--- src/rtl/core/sukt_pkg.sv ---
package sukt_pkg;

  localparam int unsigned KEY_W = 34;
  localparam int unsigned PAY_W = 32;
  localparam int unsigned POS_W = 4;
  localparam int unsigned CNT_OUT_W = 5;

  typedef enum logic [1:0] {
    CMD_INSERT = 2'd0,
    CMD_REMOVE = 2'd1,
    CMD_SEARCH = 2'd2,
    CMD_CLEAR  = 2'd3
  } sukt_cmd_e;

  typedef enum logic {
    ST_IDLE = 1'b0,
    ST_EXEC = 1'b1
  } sukt_state_e;

  // broadcast to every cell during the execute cycle
  typedef struct packed {
    logic             ins_en;
    logic             rem_en;
    logic [KEY_W-1:0] key;
    logic [PAY_W-1:0] payload;
  } sukt_ctrl_t;

  typedef struct packed {
    logic lt;
    logic eq;
  } sukt_stat_t;

endpackage

--- src/rtl/core/sukt_if.sv ---
interface sukt_req_if;
  import sukt_pkg::*;

  logic             valid;
  logic             ready;
  logic [1:0]       cmd;
  logic [KEY_W-1:0] entry_key;
  logic [PAY_W-1:0] entry_payload;

  modport source (output valid, output cmd, output entry_key, output entry_payload,
                  input ready);
  modport sink (input valid, input cmd, input entry_key, input entry_payload,
                output ready);
endinterface

interface sukt_rsp_if;
  import sukt_pkg::*;

  logic                 valid;
  logic                 ready;
  logic                 ok;
  logic [PAY_W-1:0]     found_payload;
  logic [POS_W-1:0]     position;
  logic [CNT_OUT_W-1:0] entry_count;

  modport source (output valid, output ok, output found_payload, output position,
                  output entry_count, input ready);
  modport sink (input valid, input ok, input found_payload, input position,
                input entry_count, output ready);
endinterface

--- src/rtl/core/sukt_cell.sv ---
module sukt_cell (
  input  logic                     clk_i,
  input  sukt_pkg::sukt_ctrl_t     ctrl_i,
  input  logic                     occ_i,
  input  logic                     prev_lt_i,
  input  logic [sukt_pkg::KEY_W-1:0] prev_key_i,
  input  logic [sukt_pkg::PAY_W-1:0] prev_pay_i,
  input  logic [sukt_pkg::KEY_W-1:0] next_key_i,
  input  logic [sukt_pkg::PAY_W-1:0] next_pay_i,
  output logic [sukt_pkg::KEY_W-1:0] key_o,
  output logic [sukt_pkg::PAY_W-1:0] pay_o,
  output sukt_pkg::sukt_stat_t     stat_o
);
  import sukt_pkg::*;

  logic [KEY_W-1:0] key_q, key_d;
  logic [PAY_W-1:0] pay_q, pay_d;
  logic             lt;

  assign lt         = occ_i && (key_q < ctrl_i.key);
  assign stat_o.lt  = lt;
  assign stat_o.eq  = occ_i && (key_q == ctrl_i.key);
  assign key_o      = key_q;
  assign pay_o      = pay_q;

  // cells below the sorted slot hold; the rest shift toward their neighbor
  always_comb begin
    key_d = key_q;
    pay_d = pay_q;
    if (ctrl_i.ins_en && !lt) begin
      if (prev_lt_i) begin
        key_d = ctrl_i.key;
        pay_d = ctrl_i.payload;
      end else begin
        key_d = prev_key_i;
        pay_d = prev_pay_i;
      end
    end else if (ctrl_i.rem_en && !lt) begin
      key_d = next_key_i;
      pay_d = next_pay_i;
    end
  end

  always_ff @(posedge clk_i) begin
    key_q <= key_d;
    pay_q <= pay_d;
  end

endmodule

--- src/rtl/core/sorted_unique_key_table_top.sv ---
// An accepted item is registered, executed in the execute state and its result held
// in the output register; a new item is taken only when idle. The execute cycle
// compares the key in every cell in parallel and shifts the cells from the slot
// onward by one place in the same edge. A result held in the output register stalls
// only the execute cycle. Reset clears the entry count and handshake state;
// key and payload cells are not cleared and are only read below the entry count.
module sorted_unique_key_table_top #(
  parameter int unsigned TABLE_DEPTH = 16
) (
  input  logic       clk_i,
  input  logic       rst_ni,
  sukt_req_if.sink   req_i,
  sukt_rsp_if.source rsp_o
);
  import sukt_pkg::*;

  localparam int unsigned IDX_W = (TABLE_DEPTH > 1) ? $clog2(TABLE_DEPTH) : 1;
  localparam int unsigned CNT_W = $clog2(TABLE_DEPTH + 1);

  sukt_state_e      state_q, state_d;
  sukt_cmd_e        cmd_q;
  logic [KEY_W-1:0] key_q;
  logic [PAY_W-1:0] pay_q;
  logic [CNT_W-1:0] count_q, count_d;

  logic                 out_valid_q;
  logic                 out_ok_q;
  logic [PAY_W-1:0]     out_pay_q;
  logic [POS_W-1:0]     out_pos_q;
  logic [CNT_OUT_W-1:0] out_cnt_q;

  logic       req_fire, exec_fire, out_free;
  sukt_ctrl_t ctrl;

  logic [KEY_W-1:0] cell_key [TABLE_DEPTH];
  logic [PAY_W-1:0] cell_pay [TABLE_DEPTH];
  sukt_stat_t       cell_stat [TABLE_DEPTH];
  logic [TABLE_DEPTH-1:0] lt_vec, eq_vec;

  logic             hit, full;
  logic [IDX_W-1:0] slot_idx;
  logic [PAY_W-1:0] hit_pay;
  logic             res_ok;
  logic [PAY_W-1:0] res_pay;
  logic [IDX_W-1:0] res_pos;
  logic [IDX_W+POS_W-1:0]     pos_ext;
  logic [CNT_W+CNT_OUT_W-1:0] cnt_ext;

  assign out_free  = !out_valid_q || rsp_o.ready;
  assign req_fire  = req_i.valid && req_i.ready;

  // ---------------- control FSM ----------------
  always_comb begin
    state_d = state_q;
    case (state_q)
      ST_IDLE: if (req_i.valid) state_d = ST_EXEC;
      ST_EXEC: if (out_free) state_d = ST_IDLE;
      default: state_d = ST_IDLE;
    endcase
  end

  always_comb begin
    req_i.ready = 1'b0;
    exec_fire   = 1'b0;
    case (state_q)
      ST_IDLE: req_i.ready = 1'b1;
      ST_EXEC: exec_fire = out_free;
      default: ;
    endcase
  end

  always_ff @(posedge clk_i or negedge rst_ni) begin
    if (!rst_ni) begin
      state_q <= ST_IDLE;
    end else begin
      state_q <= state_d;
    end
  end

  always_ff @(posedge clk_i) begin
    if (req_fire) begin
      cmd_q <= sukt_cmd_e'(req_i.cmd);
      key_q <= req_i.entry_key;
      pay_q <= req_i.entry_payload;
    end
  end

  // ---------------- cell row ----------------
  assign full = (count_q == CNT_W'(TABLE_DEPTH));

  assign ctrl.key     = key_q;
  assign ctrl.payload = pay_q;
  assign ctrl.ins_en  = exec_fire && (cmd_q == CMD_INSERT) && !hit && !full;
  assign ctrl.rem_en  = exec_fire && (cmd_q == CMD_REMOVE) && hit;

  for (genvar i = 0; i < TABLE_DEPTH; i++) begin : g_cell
    logic             prev_lt;
    logic [KEY_W-1:0] prev_key, next_key;
    logic [PAY_W-1:0] prev_pay, next_pay;

    if (i == 0) begin : g_first
      assign prev_lt  = 1'b1;
      assign prev_key = key_q;
      assign prev_pay = pay_q;
    end else begin : g_mid
      assign prev_lt  = cell_stat[i-1].lt;
      assign prev_key = cell_key[i-1];
      assign prev_pay = cell_pay[i-1];
    end

    if (i == TABLE_DEPTH - 1) begin : g_last
      assign next_key = cell_key[i];
      assign next_pay = cell_pay[i];
    end else begin : g_inner
      assign next_key = cell_key[i+1];
      assign next_pay = cell_pay[i+1];
    end

    sukt_cell u_cell (
      .clk_i      (clk_i),
      .ctrl_i     (ctrl),
      .occ_i      (CNT_W'(i) < count_q),
      .prev_lt_i  (prev_lt),
      .prev_key_i (prev_key),
      .prev_pay_i (prev_pay),
      .next_key_i (next_key),
      .next_pay_i (next_pay),
      .key_o      (cell_key[i]),
      .pay_o      (cell_pay[i]),
      .stat_o     (cell_stat[i])
    );

    assign lt_vec[i] = cell_stat[i].lt;
    assign eq_vec[i] = cell_stat[i].eq;
  end

  // keys are sorted, so lt_vec is a thermometer and its edge is the slot
  always_comb begin
    slot_idx = '0;
    hit_pay  = '0;
    for (int i = 0; i < TABLE_DEPTH; i++) begin
      if (!lt_vec[i] && ((i == 0) || lt_vec[(i == 0) ? 0 : i - 1])) begin
        slot_idx = slot_idx | IDX_W'(i);
      end
      if (eq_vec[i]) begin
        hit_pay = hit_pay | cell_pay[i];
      end
    end
  end

  assign hit = |eq_vec;

  always_comb begin
    res_ok  = 1'b0;
    res_pay = '0;
    res_pos = '0;
    count_d = count_q;
    case (cmd_q)
      CMD_INSERT: begin
        if (hit) begin
          res_pos = slot_idx;
        end else if (!full) begin
          res_ok  = 1'b1;
          res_pos = slot_idx;
          count_d = count_q + CNT_W'(1);
        end
      end
      CMD_REMOVE: begin
        if (hit) begin
          res_ok  = 1'b1;
          res_pos = slot_idx;
          count_d = count_q - CNT_W'(1);
        end
      end
      CMD_SEARCH: begin
        if (hit) begin
          res_ok  = 1'b1;
          res_pay = hit_pay;
          res_pos = slot_idx;
        end
      end
      CMD_CLEAR: begin
        res_ok  = 1'b1;
        count_d = '0;
      end
      default: ;
    endcase
  end

  assign pos_ext = {{POS_W{1'b0}}, res_pos};
  assign cnt_ext = {{CNT_OUT_W{1'b0}}, count_d};

  always_ff @(posedge clk_i or negedge rst_ni) begin
    if (!rst_ni) begin
      count_q     <= '0;
      out_valid_q <= 1'b0;
    end else begin
      if (exec_fire) begin
        count_q     <= count_d;
        out_valid_q <= 1'b1;
      end else if (rsp_o.ready) begin
        out_valid_q <= 1'b0;
      end
    end
  end

  always_ff @(posedge clk_i) begin
    if (exec_fire) begin
      out_ok_q  <= res_ok;
      out_pay_q <= res_pay;
      out_pos_q <= pos_ext[POS_W-1:0];
      out_cnt_q <= cnt_ext[CNT_OUT_W-1:0];
    end
  end

  assign rsp_o.valid         = out_valid_q;
  assign rsp_o.ok            = out_ok_q;
  assign rsp_o.found_payload = out_pay_q;
  assign rsp_o.position      = out_pos_q;
  assign rsp_o.entry_count   = out_cnt_q;

  // ---------------- assertions ----------------
  a_count_bound: assert property (@(posedge clk_i) disable iff (!rst_ni)
    count_q <= CNT_W'(TABLE_DEPTH))
    else $error("entry count exceeds table depth");

  a_unique_keys: assert property (@(posedge clk_i) disable iff (!rst_ni)
    state_q == ST_EXEC |-> $onehot0(eq_vec))
    else $error("key matched in more than one cell");

  a_insert_count: assert property (@(posedge clk_i) disable iff (!rst_ni)
    ctrl.ins_en |=> count_q == $past(count_q) + CNT_W'(1))
    else $error("insert did not grow entry count");

  a_result_follows: assert property (@(posedge clk_i) disable iff (!rst_ni)
    exec_fire |=> rsp_o.valid)
    else $error("executed item produced no result");

endmodule

--- src/flat_wrapper.sv ---
// flat-port wrapper written by rule: the top's interface ports become plain ports
module sorted_unique_key_table_top_flat import sukt_pkg::*;
#(
  parameter int unsigned TABLE_DEPTH = 16
)
  (clk_i, rst_ni, req_i_valid, req_i_cmd, req_i_entry_key, req_i_entry_payload, req_i_ready, rsp_o_valid, rsp_o_ok, rsp_o_found_payload, rsp_o_position, rsp_o_entry_count, rsp_o_ready);
  sukt_req_if req_i_i ();
  sukt_rsp_if rsp_o_i ();
  input  logic clk_i;
  input  logic rst_ni;
  input wire logic [$bits(req_i_i.valid)-1:0] req_i_valid;
  input wire logic [$bits(req_i_i.cmd)-1:0] req_i_cmd;
  input wire logic [$bits(req_i_i.entry_key)-1:0] req_i_entry_key;
  input wire logic [$bits(req_i_i.entry_payload)-1:0] req_i_entry_payload;
  output wire logic [$bits(req_i_i.ready)-1:0] req_i_ready;
  output wire logic [$bits(rsp_o_i.valid)-1:0] rsp_o_valid;
  output wire logic [$bits(rsp_o_i.ok)-1:0] rsp_o_ok;
  output wire logic [$bits(rsp_o_i.found_payload)-1:0] rsp_o_found_payload;
  output wire logic [$bits(rsp_o_i.position)-1:0] rsp_o_position;
  output wire logic [$bits(rsp_o_i.entry_count)-1:0] rsp_o_entry_count;
  input wire logic [$bits(rsp_o_i.ready)-1:0] rsp_o_ready;
  assign req_i_i.valid = req_i_valid;
  assign req_i_i.cmd = req_i_cmd;
  assign req_i_i.entry_key = req_i_entry_key;
  assign req_i_i.entry_payload = req_i_entry_payload;
  assign req_i_ready = req_i_i.ready;
  assign rsp_o_valid = rsp_o_i.valid;
  assign rsp_o_ok = rsp_o_i.ok;
  assign rsp_o_found_payload = rsp_o_i.found_payload;
  assign rsp_o_position = rsp_o_i.position;
  assign rsp_o_entry_count = rsp_o_i.entry_count;
  assign rsp_o_i.ready = rsp_o_ready;
  sorted_unique_key_table_top #(.TABLE_DEPTH(TABLE_DEPTH)) u_core (.clk_i(clk_i), .rst_ni(rst_ni), .req_i(req_i_i), .rsp_o(rsp_o_i));
endmodule
--- config.mk ---
export PLATFORM = sky130hd
export DESIGN_NAME = sorted_unique_key_table_top_flat
export DESIGN_NICKNAME = d
export VERILOG_FILES = /design/src/rtl/core/sukt_pkg.sv /design/src/rtl/core/sukt_if.sv /design/src/rtl/core/sukt_cell.sv /design/src/rtl/core/sorted_unique_key_table_top.sv /design/src/flat_wrapper.sv
export SDC_FILE = /design/constraint.sdc
export NUM_CORES = 2
export LEC_CHECK = 0
export BUFFER_PORTS_ARGS = -buffer_cell sky130_fd_sc_hd__buf_2
export CELL_PAD_IN_SITES_DETAIL_PLACEMENT = 1
export CELL_PAD_IN_SITES_GLOBAL_PLACEMENT = 1
export CORE_ASPECT_RATIO = 0.6
export CORE_MARGIN = 3
export CORE_UTILIZATION = 40
export CTS_CLUSTER_DIAMETER = 50
export DETAILED_ROUTE_END_ITERATION = 6
export GPL_ROUTABILITY_DRIVEN = 1
export PLACE_DENSITY = 0.62
export REMOVE_ABC_BUFFERS = 1
export SKIP_LAST_GASP = 1
export SYNTH_ARGS = -nofsm -noshare
export SYNTH_HDL_FRONTEND = slang
export SYNTH_SLANG_ARGS = --single-unit
export TNS_END_PERCENT = 50
--- constraint.sdc ---
create_clock -name clk_i -period 12.3 [get_ports clk_i]
set_input_delay 0.615 -clock clk_i [delete_from_list [all_inputs] [get_ports clk_i]]
set_output_delay 0.615 -clock clk_i [all_outputs]
set_load 0.02 [all_outputs]
=== Word-level counts from Yosys, hierarchy flattened ===
Index checks and enable logic that the tools add are counted.
Widths: inputs -> output; s select.

* Add/sub/neg operators: 2
* Bitwise gates (word level): 16
* Eq/ne operators: 20
* Multiplexer cells: 140
* Reduce and logical (&&, ||, !) cells: 124
* $lt $le $gt $ge: 32

{| class="wikitable"
|+ Operators with widths
! operator !! count
|-
| $mux 32 || 61
|-
| $mux 34 || 45
|-
| $eq 34x34->1 || 16
|-
| $lt 34x34->1 || 16
|-
| $or 32x32->32 || 15
|-
| $logic_and 1x1->1 || 84
|-
| $mux 4 || 11
|-
| $lt 4x5->1 const A || 8
|-
| $reduce_bool 2->1 || 16
|-
| $lt 3x5->1 const A || 4
|-
| $logic_not 1->1 || 19
|-
| $reduce_or 16->1 || 1
|-
| $mux 5 || 3
|-
| $pmux 5 s3 || 1
|-
| $mux 3 || 4
|-
| $lt 1x5->1 const A || 2
|-
| $lt 2x5->1 const A || 2
|-
| $mux 1 || 10
|-
| $pmux 4 s2 || 1
|-
| $add 5x1->5 const B || 1
|-
| $eq 5x5->1 const B || 1
|-
| $sub 5x1->5 const B || 1
|-
| $eq 2x2->1 const B || 2
|-
| $mux 2 || 2
|-
| other kinds (8) || 8
|}

* Logic and storage cells: 376
* Bits of input ports: 72
* Output and inout bits: 44
* Register bits after elaboration: 1,173

=== Longest topological paths before layout ===
* Word-level depth: 33
* Depth in mapped cells: 16
* Gate-level depth less buffers: 10

=== Cells and area by module ===
A second synthesis with hierarchy kept.

* Cells, all modules: 6,095
* Area, all modules: 80,136.9 µm²

{| class="wikitable"
|+ By module, submodules not included
! module !! instances !! area an instance (µm²) !! cells an instance !! seq. area each (µm²)
|-
| sukt_cell (u_core.g_cell[0].u_cell ...) || 10 || 4,470.5 || 340 || 1,981.9
|-
| sukt_cell (u_core.g_cell[4].u_cell ...) || 6 || 4,683.2 || 340 || 1,981.9
|-
| sorted_unique_key_table_top || 1 || 7,332.0 || 655 || 3,478.3
|}

=== Worst setup path before layout ===
OpenSTA, ideal clock, no wires.

* Path type: input -> register
* Start: in rsp_o_ready
* End: reg u_core.g_cell[15].u_cell.key_q[0] (enable)
* Path buffers: 2
* Arrival: 7.687 ns
* Library setup time: 0.571 ns
* Required time: 11.729 ns
* Slack: 4.042 ns
* Stages on the path: 6
* Cells stage by stage: nand2b_1 > and2_1 > clkbuf_1 > nand3_1 > buf_2 > nor3_1

* Longest elaborated chain between the ends: 6

{| class="wikitable"
|+ RTL lines
! element !! RTL line !! source
|-
| from (decl) || flat_wrapper.sv:21 || <nowiki>input wire logic [$bits(rsp_o_i.ready)-1:0] rsp_o_ready;</nowiki>
|-
| $logic_or 1x1->1 || sorted_unique_key_table_top.sv:49 || <nowiki>assign out_free = !out_valid_q || rsp_o.ready;</nowiki>
|-
| $mux 1 || sorted_unique_key_table_top.sv:65 || <nowiki>case (state_q)</nowiki>
|-
| net u_core.exec_fire || sorted_unique_key_table_top.sv:32 || <nowiki>logic req_fire, exec_fire, out_free;</nowiki>
|-
| $logic_and 1x1->1 (3 in a row) || sorted_unique_key_table_top.sv:93 || <nowiki>assign ctrl.ins_en = exec_fire && (cmd_q == CMD_INSERT) && !hit && !full;</nowiki>
|-
| $logic_and 1x1->1 || sukt_cell.sv:30 || <nowiki>if (ctrl_i.ins_en && !lt) begin</nowiki>
|-
| to (signal assigned) || sukt_cell.sv:45 || <nowiki>key_q <= key_d;</nowiki>
|-
| to (decl) || sukt_cell.sv:16 || <nowiki>logic [KEY_W-1:0] key_q, key_d;</nowiki>
|}

The timed path passes the listed nets, and every way through them passes these cells.
A chain may end at the register's enable or synchronous reset.

=== Worst setup path in the final report ===
* Start: reg u_core.key_q[31], in the netlist u_core.g_cell[0].prev_key[31]
* End: reg u_core.g_cell[14].u_cell.key_q[9] (enable)

* Longest elaborated chain between the ends: 8
* Elaborated cells between the ends (all ways): 43
* Classes of those cells: 1 x order compare; 16 x eq/ne; 26 x reduce/logical

{| class="wikitable"
|+ RTL lines
! element !! RTL line !! source
|-
| from (decl) || sorted_unique_key_table_top.sv:22 || <nowiki>logic [KEY_W-1:0] key_q;</nowiki>
|-
| from (signal assigned) || sorted_unique_key_table_top.sv:83 || <nowiki>key_q <= req_i.entry_key;</nowiki>
|-
| branches (longest 7 deep; another with $lt 34x34->1) || - ||
|-
| $reduce_bool 2->1 (no line) (*) || - ||
|-
| to (signal assigned) || sukt_cell.sv:45 ||
|-
| to (decl) || sukt_cell.sv:16 ||
|}

Every way passes the cells marked *.

==> results by group <==
Run status
  • Status: finished, final reports clean

Critical path
  • Worst path bufs/invs: 4
  • CP max stage delay: 1.04 ns
  • Setup crit end kind: flip-flop
  • R2r startpoint: u_core.g_cell[0].prev_key[31]
  • Slowest library cell on the worst path: nor2_4
  • Crit Path Max Fanout: 34
  • Crit path cell chain: inv_1, ha_1, nand3_1, nor3_1, and4_2, buf_4, nor4_2, nand4_2, buf_4, mux2i_1, nand2_1, nor2_4, buf_4
  • Critical path type: reg -> reg
  • Cell mode on critical path: buf_4
  • Crit path max-delay family: simple AND/OR/NAND/NOR gates
  • Reg2Reg Setup Slack: 3.77 ns
  • FF-to-FF path depth: 13
  • CP required: 12.72 ns
  • Critical path startpoint category: flip-flop
  • RR Endpoint: u_core.g_cell[14].u_cell.key_o[9]
  • Critical path arrival: slightly below 9 ns

Synth
  • Commonest register cell after synthesis: edfxtp_1
  • Synth top area share: 48.55%
  • Async S/R FF share, synth: 0.5968%
  • Cell taking the most area after synthesis: edfxtp_1
  • Yosys warns: 0
  • Syn Inst Count: 6577
  • Post-synth EDFFs: 1166
  • Mapped cell area: 0.07211 mm2
  • Post-synthesis area per instance: between 10 and 15 um2
  • Post-synth cell types: between 70 and 80
  • Register area share after synthesis: roughly 50%
  • #FFs+latches synth: 1173
  • Dominant cells by area after synthesis: edfxtp_1, mux2i_1, ha_1, a21oi_1, nor2_1

Global routing
  • Largest net degree at the start of global routing: 134
  • GRT Total Usage: 36.17%
  • First-pass GRT wire length: around 480 mm
  • Vias in the first global route: 58715
  • Grt ovf: 0
  • Initial antenna violation count: 10

STA
  • Crit share post-route: between 60% and 70%
  • Final setup fails: 0
  • Slew headroom: 6.216%
  • Pins Over Slew Limit: 0
  • RSZ-0062 raised after global routing: no
  • Setup TNS: 0 ns
  • Final Hold Fails: 0
  • Clock skew: 0.06701 ns
  • Fmax achieved: around 0.12 GHz
  • Worst-Margin Slew: 1.371 ns
  • Time the worst path needs with I/O delays and setup: 8.531 ns

Power and ir drop
  • Max VDD drop: 290.5 uV
  • Tot Pwr: 16.59 mW
  • P_leak: 29.96 nW
  • Pwr dens: between 200 and 250 mW/mm2

Floorplan
  • I/O Pins: 116
  • Die area: 0.1856 mm2
  • Row count: 120
  • Chip height: 334.9 um
  • Initial Util: 40.33%
  • Die width: roughly 550 um
  • Core ar.: 0.1788 mm2

Cells and area
  • Number of nets in the layout: 7188
  • Area Growth Syn to Fin: 11.39%
  • Post-route cell area: 0.08033 mm2
  • Layout cells sized above 1: 9.769%
  • Area of the multi-input gates: 0.03477 mm2
  • Fillers: 19036
  • Reg area: 0.03519 mm2
  • Final Instance Count excl. Fillers: 9045

Place
  • Buffers on Ports: 115
  • Placed insts: between 8000 and 9000
  • Routability cong.: 0.9856
  • Post-placement cell area: ~0.075 mm2
  • Dpl hpwl: 217.9 mm

Detailed routing
  • 1st-iter DRT viols: 10209
  • Routed vias/inst: just under 7
  • Routed Antenna Nets: 0
  • Routed vias: just over 60000
  • DRT Pass-1 Iters: 7
  • Drt drc: 0
  • WL/cell: 38.27 um
  • Final WL: roughly 350 mm

Clock network
  • # Post-CTS Setup Buffers: 0
  • Clock Pin Slew Worst Setup and Hold Paths: 0.06 ns
  • CTS resizes: 0
  • Num CTS Buffers: 147
  • Worst-skew pair later-pin latency: 0.82 ns
  • CTS tree: done
  • Clock root cell: clkbuf_16
  • H-Tree Depth: 4
  • Clk buf depth: 4
  • Clock sinks: between 1000 and 1500

Hold path
  • Min-Delay Endpoint: u_core.g_cell[0].prev_pay[6]
  • Worst Hold Class: in -> reg
  • Hold Crit Depth: 1
  • Hold_sp: req_i_entry_payload[6]

Run
  • Max Cap Viol: 0
-- power breakdown --
group	switching (mW)	internal (mW)	total [mW]	leakage, nW
logic	4.42	2.03	6.45	17.0
registers	0.612	5.12	5.73	10.7
clock network	1.89	2.52	4.41	2.25
total	6.92	9.67	16.6	30.0
-- metal layers --
layer / global-route usage, % / part of all wire (%) / vias up
met5: 0 / 0.0023 / -
met4: 9.126 / 2.7 / 2
met3: 8.926 / 13 / 531
met2: 48.32 / 39 / 4184
met1: 57.07 / 46 / 31492
li1: - / - / 25204
-- cell families (layout without fill, tap and decap cells) --
group / after synthesis / after routing / synth area share (%)
AO/OA/AOI/OAI: 1767 / 1767 / 14.57
AND/OR/NAND/NOR: 1493 / 1493 / 9.326
XOR/XNOR: 1 / 1 / 0.01215
buffers and inverters: 581 / 668 / 3.467
flip-flops: 1173 / 1173 / 48.80
adder cells (fa/ha/maj): 553 / 553 / 9.595
other: 0 / 2 / 0
multiplexers: 1009 / 1009 / 14.24
-- how the worst max path moves through the flow --
stage	startpoint	end	slack, ns	cells past startpoint
after global placement	u_core.g_cell[0].prev_key[5]	u_core.g_cell[14].u_cell.pay_o[11]	4.16	12
after detailed placement	u_core.g_cell[0].prev_key[32]	u_core.g_cell[14].u_cell.pay_o[11]	4.19	13
final	u_core.g_cell[0].prev_key[31]	u_core.g_cell[14].u_cell.key_o[9]	3.77	13
after CTS	u_core.g_cell[0].prev_key[32]	u_core.g_cell[14].u_cell.key_o[9]	4.15	13
after floorplan	u_core.g_cell[0].prev_key[11]	u_core.g_cell[1].u_cell.key_o[0]	-20.35	8
after global routing	u_core.g_cell[0].prev_key[32]	u_core.g_cell[14].u_cell.key_o[9]	3.72	13
-- Yosys cell counts (all sizes together) (21+ instances only) --
master,number
a211oi,38
a21o,56
a21oi,1119
a221oi,49
a222oi,64
a22o,33
a22oi,96
a31oi,90
a41oi,35
and3,44
and4,27
buf,188
clkbuf,299
edfxtp,1166
ha,553
inv,94
mux2,133
mux2i,876
nand2,129
nand2b,21
nand3,44
nand4,111
nor2,987
nor3,48
nor4,29
o21ai,98
-- placed cells by master, fill, tap and decap left out, types with 44 or more instances in the layout --
cell type         n
a22oi_1          96
mux2_2           93
clkbuf_16       151
a21oi_1        1117
nor2_1          973
ha_1            553
mux2i_1         876
nand2_1         127
inv_1            93
edfxtp_1       1166
nand4_1         110
a221oi_1         49
a222oi_1         64
a31oi_1          90
a21o_1           56
buf_2           115
nand3_1          44
buf_4           145
o21ai_0          97
dlygate4sd3_1    55
-- final cells by class --
class	count	share of cell area [%]
antenna	2	0.006231
sequential	1173	43.81
tap	2379	3.706
multi-input combinational	4823	43.29
timing repair buffer	324	2.981
clock buffer	178	4.855
clock inverter	72	0.9175
inverter	94	0.4393
-- flip-flops by register name, indices dropped and copies added, names as in the netlist --
name / flops
u_core.cmd_q: 2
u_core.count_q: 5
u_core.g_cell.prev_key: 34
u_core.g_cell.prev_pay: 32
u_core.g_cell.u_cell.key_o: 544
u_core.g_cell.u_cell.pay_o: 512
u_core.rsp_o.entry_count: 5
u_core.rsp_o.found_payload: 32
u_core.rsp_o.ok: 1
u_core.rsp_o.position: 4
u_core.rsp_o.valid: 1
u_core.state_q: 1
-- per-stage QoR --
| step | setup slack [ns] | utilization, % | hold slack, ns |
|---|---|---|---|
| finish | 3.769 | 44.92 | 0.02841 |
| global route | 3.721 | 44.92 | 0.01318 |
| CTS | 4.149 | 44.92 | 0.004005 |
| detailed placement | 4.186 | 42.02 | 0.5073 |
| global placement | 4.159 | 42.01 | 0.5069 |
| floorplan | -20.35 | - | 0.3194 |
-- what timing repair did --
action / in CTS / in global routing
hold buffers: 55 / 0
endpoints found under the setup margin: 0 / 0
hold endpoints to repair: 61 / 0
No activity file was read; power rests on OpenSTA's default activity.
